File: src/sv/dq_pkg.sv
// Shared constants, types and ring index helpers for the deque core.
package dq_pkg;

    // Ring storage depth and derived widths
    localparam int DEPTH  = 1024;
    localparam int IDX_W  = (DEPTH > 1) ? $clog2(DEPTH) : 1;
    localparam int CNT_W  = $clog2(DEPTH + 1);
    localparam int DATA_W = 32;
    localparam int CAP_W  = 11;
    localparam int CMP_W  = (CAP_W > CNT_W) ? CAP_W : CNT_W;

    localparam logic [CAP_W-1:0] CAP_RESET = CAP_W'(1024);
    localparam logic [CMP_W-1:0] DEPTH_EXT = CMP_W'(DEPTH);
    localparam logic [DATA_W-1:0] EMPTY_MARK = '1;

    // Operation codes
    typedef enum logic [2:0] {
        OP_QUERY      = 3'd0,
        OP_PUSH_FRONT = 3'd1,
        OP_PUSH_REAR  = 3'd2,
        OP_POP_FRONT  = 3'd3,
        OP_POP_REAR   = 3'd4
    } op_t;

    // Commands from the controller to the datapath
    typedef struct packed {
        logic load_item;
        logic exec;
        logic read;
        logic load_out;
    } dq_cmd_t;

    function automatic logic [IDX_W-1:0] ring_next(input logic [IDX_W-1:0] i);
        return (i == IDX_W'(DEPTH - 1)) ? '0 : i + 1'b1;
    endfunction

    function automatic logic [IDX_W-1:0] ring_prev(input logic [IDX_W-1:0] i);
        return (i == '0) ? IDX_W'(DEPTH - 1) : i - 1'b1;
    endfunction

endpackage

File: src/sv/dq_ctrl.sv
// Controller state machine: sequences accept, execute, read and result load.
module dq_ctrl (
    input  logic            aclk,
    input  logic            aresetn,
    input  logic            s_valid,
    output logic            s_ready,
    output logic            m_valid,
    input  logic            m_ready,
    output dq_pkg::dq_cmd_t cmd
);
    import dq_pkg::*;

    typedef enum logic [3:0] {
        ST_IDLE = 4'b0001,
        ST_EXEC = 4'b0010,
        ST_READ = 4'b0100,
        ST_DONE = 4'b1000
    } state_t;

    state_t state_reg, state_next;
    logic   m_valid_reg, m_valid_next;

    // Next state and commands
    always_comb begin
        state_next   = state_reg;
        m_valid_next = m_valid_reg;
        cmd          = '0;
        if (m_valid_reg && m_ready) begin
            m_valid_next = 1'b0;
        end
        case (state_reg)
            ST_IDLE: begin
                if (s_valid) begin
                    cmd.load_item = 1'b1;
                    state_next    = ST_EXEC;
                end
            end
            ST_EXEC: begin
                cmd.exec   = 1'b1;
                state_next = ST_READ;
            end
            ST_READ: begin
                cmd.read   = 1'b1;
                state_next = ST_DONE;
            end
            ST_DONE: begin
                // hold until the output register is free or being drained
                if (!m_valid_reg || m_ready) begin
                    cmd.load_out = 1'b1;
                    m_valid_next = 1'b1;
                    state_next   = ST_IDLE;
                end
            end
            default: begin
                state_next = ST_IDLE;
            end
        endcase
    end

    // State registers
    always_ff @(posedge aclk) begin
        if (!aresetn) begin
            state_reg   <= ST_IDLE;
            m_valid_reg <= 1'b0;
        end else begin
            state_reg   <= state_next;
            m_valid_reg <= m_valid_next;
        end
    end

    assign s_ready = (state_reg == ST_IDLE);
    assign m_valid = m_valid_reg;

endmodule

File: config.mk
export PLATFORM = sky130hd
export DESIGN_NAME = dq_ctrl
export DESIGN_NICKNAME = d
export VERILOG_FILES = /design/src/sv/dq_pkg.sv /design/src/sv/dq_ctrl.sv
export SDC_FILE = /design/constraint.sdc
export NUM_CORES = 1
export LEC_CHECK = 0
export BUFFER_PORTS_ARGS = -buffer_cell sky130_fd_sc_hd__buf_4
export CORE_AREA = 4 4 41 43
export DETAILED_ROUTE_END_ITERATION = 8
export DIE_AREA = 0 0 45 47
export GPL_ROUTABILITY_DRIVEN = 0
export HOLD_SLACK_MARGIN = 0.15
export SLEW_MARGIN = 20
export SYNTH_ARGS = -nofsm -noshare
export SYNTH_HDL_FRONTEND = slang
export SYNTH_SLANG_ARGS = --single-unit
File: constraint.sdc
create_clock -name aclk -period 1.2 [get_ports aclk]
set_input_delay 0.06 -clock aclk [delete_from_list [all_inputs] [get_ports aclk]]
set_output_delay 0.06 -clock aclk [all_outputs]
set_load 0.05 [all_outputs]
==> impl_metrics.tcl, run 1 <==
set metrics [dict create \
    status "complete, but fails checks" \
    violations "negative setup slack" \
    hp-class "in -> reg" \
    synth_seq_cells 5 \
    crit_required_ns 1.14 \
    yosys.cell_types.count 21 \
    cts_tree "built" \
    fin_ws_ns -0.103 \
    core-area_mm2 0.00130 \
    routed_wl_um 764 \
    totalNegativeSetupSlack_ns -0.374 \
    p_comb_share_pct 33.1 \
    timing.final.crit_share_pct 109 \
    cts_buffers 3 \
    worstPathArrival_ns 1.24 \
    die-height_um 47 \
    slew_headroom_pct 83.0 \
    fp.dieArea_mm2 0.00212 \
    cp_num_buf_inv 1 \
    synth_warnings 0 \
    dr.pass1.iters 4 \
    crit_fanout 5 \
    synth_top_family_by_area "simple AND/OR/NAND/NOR gates" \
    clock_skew_ns 0.00208 \
    cp_cell_sequence "nor4_4 > nor2b_4 > buf_6" \
    portBuffers 9 \
    report.final.hold_viol_count 0 \
    finalNonFillerCells 65 \
    dp.cells 55 \
    grt_setup_unrepaired "yes" \
    crit_type "reg -> out" \
    grt_pass1_wl_um 1280 \
    p_sw_w 0.000188 \
    antenna_found_initial 0 \
    clk_pin_slew_ns 0.05 \
    slowest_stage "dfxtp_4" \
    via_per_inst 4.37 \
    min_period_ns 1.30 \
    worst_hold_slack_ns 0.167 \
    synth_compound_area_share_pct 12.9 \
    start_util_pct 22.4 \
    yosysSeqAreaShare_pct 34.3 \
    synth_edf_count 0 \
    synthAdderAreaFrac_pct 0 \
    cts.sinks 5 \
    drive_above_1_share_pct 64.0 \
    synth_xor_area_share_pct 3.00 \
    ios 10 \
    synth_fp_nets 33 \
    worst_pin_slew_ns 0.255 \
    crit_family "simple AND/OR/NAND/NOR gates" \
    root_buffer "clkbuf_4" \
    grt_pass1_vias 304 \
    synth_cells 29 \
    power_density_mw_per_mm2 1090 \
    clock_latency_ns 0.24 \
    critPathLaunchType "register" \
    p_seq_share_pct 32.9 \
    ir_drop_uv 595 \
    finalSetupViolations 5 \
    diodes 0 \
    area_delta_synth_final_pct 85.8 \
    drc 0 \
    startpoint "state_reg[0]" \
    vias 284 \
    slowest_delay_ns 0.36 \
    routedWlPerCell_um 11.8 \
    yosys.area_share.simple_pct 39.5 \
    async_reset_ff_share_pct 0 \
    ant_nets 0 \
    cap_violations 0 \
    p_sw_share_pct 31.7 \
    synth_ff_type "dfxtp_1" \
    reg2reg_from "state_reg[3]" \
    netlist_area_um2 292 \
    hold_path_startpoint "m_ready" \
    fin_util_pct 41.6 \
    grt_max_degree 9 \
    fmax_mhz 767 \
    grt_overflow_total 0 \
    largest_reg_flops 4 \
    clock_power_share_pct 34.1 \
    final_nets 55 \
    synth_area_per_cell_um2 10.1 \
    die_w_um 45 \
    endpoint_kind "output pin" \
    rows 13 \
    p_leak_nw 0.239 \
    muxShareOfSynthArea_pct 3.43 \
    drtIter0Drc 1 \
    grt_use_total_pct 9.18 \
    slew_viol_final 0 \
    p_int_w 0.000405 \
    cts_buffer_depth 2 \
    htreeDepth 1 \
]
==> worst reg2reg max path, stage by stage, from the launching register on <==
cell and delay [ns]:
dfxtp_4 0.36, nor4b_4 0.30, buf_4 0.17, buf_4 0.11, inv_1 0.04, o221ai_2 0.14
==> kinds of logic (layout without fill, tap and decap cells) <==
| group | count (synthesis) | count (layout) |
|---|---|---|
| AND/OR/NAND/NOR | 14 | 14 |
| flip-flops | 5 | 5 |
| AO/OA/AOI/OAI | 4 | 4 |
| buffers and inverters | 4 | 25 |
| XOR/XNOR | 1 | 1 |
| multiplexers | 1 | 1 |
==> final timing paths <==
path / to / slack (ns) / depth (start not counted)
setup / recovery: cmd[0] / -0.10 / 3
hold / removal: state_reg[3] / 0.17 / 4
setup reg to reg: state_reg[0] / 0.02 / 5
hold reg to reg: state_reg[3] / 0.59 / 3
==> cells in the final DEF (no fill, tap or decap), types with 2 or more instances in the layout <==
cell type / count
nor4b_4: 2
dfxtp_4: 3
dlygate4sd3_1: 2
buf_4: 11
nor2_1: 2
clkbuf_4: 3
and3_1: 2
buf_6: 4
buf_8: 2
==> power by group through the flow <==
| stage | clock network, W | registers [W] | logic, W |
|---|---|---|---|
| floorplan | 0 | 0.000194 | 0.000101 |
| global placement | 0 | 0.000198 | 0.000132 |
| detailed placement | 0 | 0.000201 | 0.000132 |
| CTS | 0.000212 | 0.000195 | 0.000185 |
| global route | 0.000226 | 0.000196 | 0.000206 |
| finish | 0.000202 | 0.000195 | 0.000196 |
==> cell usage after synthesis, types with 2 or more instances <==
cell type  number  area share, %
and2_1          2            4.3
and3_1          2            4.3
dfxtp_1         5             34
nor2_1          2            2.6
nor2b_1         2            4.3
==> per-layer routing <==
metal / track usage [%] / part of all wire [%] / vias to the layer above
met1: 8.22 / 41 / 132
li1: - / - / 144
met2: 15.5 / 53 / 6
met3: 3.83 / 5.0 / 2
met4: 8.77 / 0.52 / 0
met5: 0 / 0 / -
==> area by class of cell <==
cell class,instances,area (um2)
sequential,5,113
inverter,2,7.51
timing repair buffer,19,178
multi-input combinational,20,199
fill,143,759
tap,15,18.8
clock buffer,4,26.3
==> per-stage QoR <==
step	cell area, um2	total power [W]	setup slack [ns]
4_1_cts	531	0.000592	-0.104
6_report	542	0.000592	-0.103
5_1_grt	542	0.000628	-0.150
3_5_place_dp	417	0.000333	0.0459
3_3_place_gp	417	0.000331	0.0466
2_1_floorplan	319	0.000295	-0.309
==> timing repair <==
action                                  CTS  global route
buffers inserted                          3             1
gates resized for setup                  13             1
endpoints found under the setup margin    5             5
endpoints found under the hold margin     5             0
hold buffers                              2             0
cloned                                    0             0
pin swaps                                 3             3
Power figures use the tool's default switching activity.
==> run 2: changes to the inputs <==
ABC_AREA = 1   (was not set)
CTS_BUF_LIST = sky130_fd_sc_hd__clkbuf_8   (was not set)
==> run 2 against run 1 <==
Net effect: the run now ends clean; routed wire length decreased by 30%; register-to-register slack gained 0.19 ns; clock power rose by 48%; critical endpoint is now cmd[3]; largest cell class unchanged; largest power group unchanged.
==> impl_metrics.tcl, run 2 <==
set metrics [dict create \
    status "complete, no violations" \
    totalNegativeSetupSlack_ns 0 \
    via_per_inst 3.59 \
    synthTopCellsByArea "dfxtp_1 38%, inv_1 17%, nand2_1 11%" \
    p_comb_share_pct 21.9 \
    cts_buffer_depth 2 \
    yosys.area.top_type_share_pct 37.6 \
    synth_most_common_cell "inv_1" \
    p_sw_share_pct 28.2 \
    clk_pin_slew_ns 0.04 \
    critPathLaunchType "register" \
    drc 0 \
    synth_warnings 0 \
    cts_buffers 3 \
    timing.final.crit_share_pct 93.1 \
    synth_cells 44 \
    place_ws_ns 0.215 \
    drive_above_1_share_pct 41.4 \
    worstPathArrival_ns 1.06 \
    diodes 0 \
    routed_wl_um 538 \
    area_delta_synth_final_pct 62.9 \
    vias 262 \
    finalPower_w 0.000618 \
    yosys.area_share.simple_pct 37.6 \
    crit_required_ns 1.14 \
    p_leak_nw 0.240 \
    synth_ff_type "dfxtp_1" \
    report.final.hold_viol_count 0 \
    fin_ws_ns 0.0824 \
    ir_drop_uv 647 \
    p_sw_w 0.000174 \
    root_buffer "clkbuf_8" \
    ios 10 \
    dr.pass1.iters 4 \
    p_seq_share_pct 29.9 \
    final_common_cell "inv_1" \
    crit_top_cell "nor2_2" \
    antenna_found_initial 0 \
    crit_fanout 3 \
    grt_pass1_wl_um 855 \
    power_density_mw_per_mm2 1420 \
    fmax_mhz 895 \
    core-area_mm2 0.00130 \
    synthAdderAreaFrac_pct 0 \
    rows 13 \
    die-height_um 47 \
    drtIter0Drc 6 \
    hp-class "in -> reg" \
    die_w_um 45 \
    clock_latency_ns 0.22 \
    synth_fp_nets 48 \
    slowest_stage "dfxtp_2" \
    start_util_pct 20.5 \
    yosys.cell_types.count 11 \
    cp_cell_sequence "nor2_2 > nand2_2 > nor2_2 > buf_6" \
    synth_seq_cells 5 \
    largest_reg_flops 4 \
    grt_use_total_pct 6.25 \
    final_nets 63 \
    p_int_w 0.000444 \
    routedWlPerCell_um 7.37 \
    muxShareOfSynthArea_pct 0 \
    cap_violations 0 \
    cts_tree "built" \
    synth_top_family_by_area "simple AND/OR/NAND/NOR gates" \
    synth_xor_area_share_pct 0 \
    cts.sinks 5 \
    htreeDepth 1 \
    synth_common_cells "12 x inv_1, 8 x nand2_1, 8 x nor2_1" \
    ant_nets 0 \
    synth_compound_area_share_pct 3.76 \
    grt_setup_unrepaired "no" \
    dp_hpwl_um 426 \
    slowest_delay_ns 0.32 \
    clock_skew_ns 0.00315 \
    worst_pin_slew_ns 0.217 \
    slew_headroom_pct 85.5 \
    slew_viol_final 0 \
    final_cell_mix "13 x inv_1, 8 x nand2_1, 6 x nor2_2, 6 x buf_4, 5 x nor2_1" \
    yosys.area.top_type "dfxtp_1" \
    grt_max_degree 5 \
    endpoint_kind "output pin" \
    min_period_ns 1.12 \
    finalSetupViolations 0 \
    netlist_area_um2 267 \
    fp.dieArea_mm2 0.00212 \
    grt_pass1_vias 226 \
    async_reset_ff_share_pct 0 \
    portBuffers 9 \
    yosysSeqAreaShare_pct 37.6 \
    grt_overflow_total 0 \
    crit_type "reg -> out" \
    synth_area_per_cell_um2 6.06 \
    clock_power_share_pct 48.3 \
    synth_edf_count 0 \
]
[run 2: changes by cell type after synthesis, moves of 2 or more]
cell | previous run | this run
nor2_1 | 2 | 8
nand2_1 | 1 | 8
a21oi_1 | 0 | 2
nor2b_1 | 2 | 0
and2_1 | 2 | 0
and3_1 | 2 | 0
inv_1 | 1 | 12
nand3_1 | 0 | 2
nor2_2 | 0 | 3
[run 2: metrics by stage]
step / cell area (um2) / hold slack [ns] / std cells / util (%)
4_1_cts: 417 / 0.120 / 73 / 32.0
3_3_place_gp: 352 / 0.318 / 67 / 27.0
2_1_floorplan: 273 / 0.206 / 44 / -
3_5_place_dp: 352 / 0.320 / 67 / 27.0
5_1_grt: 434 / 0.163 / 73 / 33.4
6_report: 434 / 0.123 / 73 / 33.4
[run 2: final cells by class]
class | count | area [um2]
inverter | 13 | 48.8
fill | 148 | 867
timing repair buffer | 11 | 98.8
tap | 15 | 18.8
multi-input combinational | 25 | 118
clock inverter | 1 | 3.75
clock buffer | 3 | 41.3
sequential | 5 | 105
[run 2: what timing repair did]
action                                 in CTS  in global routing
resized for setup                           0                  7
endpoints found under the hold margin       4                  0
hold buffers                                2                  0
setup endpoints to repair                   0                  4
setup buffers                               0                  0
[run 2: worst max-delay path: cells and delay by family, from the launching register on]
kind	cells	cell delay, ns
flip-flops	1	0.32
buffers and inverters	1	0.16
AND/OR/NAND/NOR	3	0.36
[run 2: metal layers]
metal  share of wire, %  wire length, um  track usage, %
met5                  0                0               0
met4                  0                0            3.51
met3                 15               80            5.75
met2                 40              216            7.63
met1                 45              242            7.06
[run 2: final timing paths]
check	cells after the start	from	to	slack, ns
max	4	state_reg[3]	cmd[3]	0.08
min	4	m_ready	m_valid	0.12
max reg2reg	7	m_valid	state_reg[0]	0.21
min reg2reg	3	state_reg[0]	state_reg[2]	0.55
[run 2: power groups by stage]
stage | clock, W | combinational, W | sequential, W
after floorplan | 0 | 0.0000928 | 0.000183
after global placement | 0 | 0.000125 | 0.000184
after detailed placement | 0 | 0.000127 | 0.000184
after CTS | 0.000310 | 0.000132 | 0.000182
after global routing | 0.000324 | 0.000145 | 0.000185
final | 0.000298 | 0.000135 | 0.000185
[run 2: cells by family (layout without fill, tap and decap cells)]
kind of cell,after synthesis,after routing
flip-flops,5,5
AO/OA/AOI/OAI,2,2
buffers and inverters,14,28
AND/OR/NAND/NOR,23,23
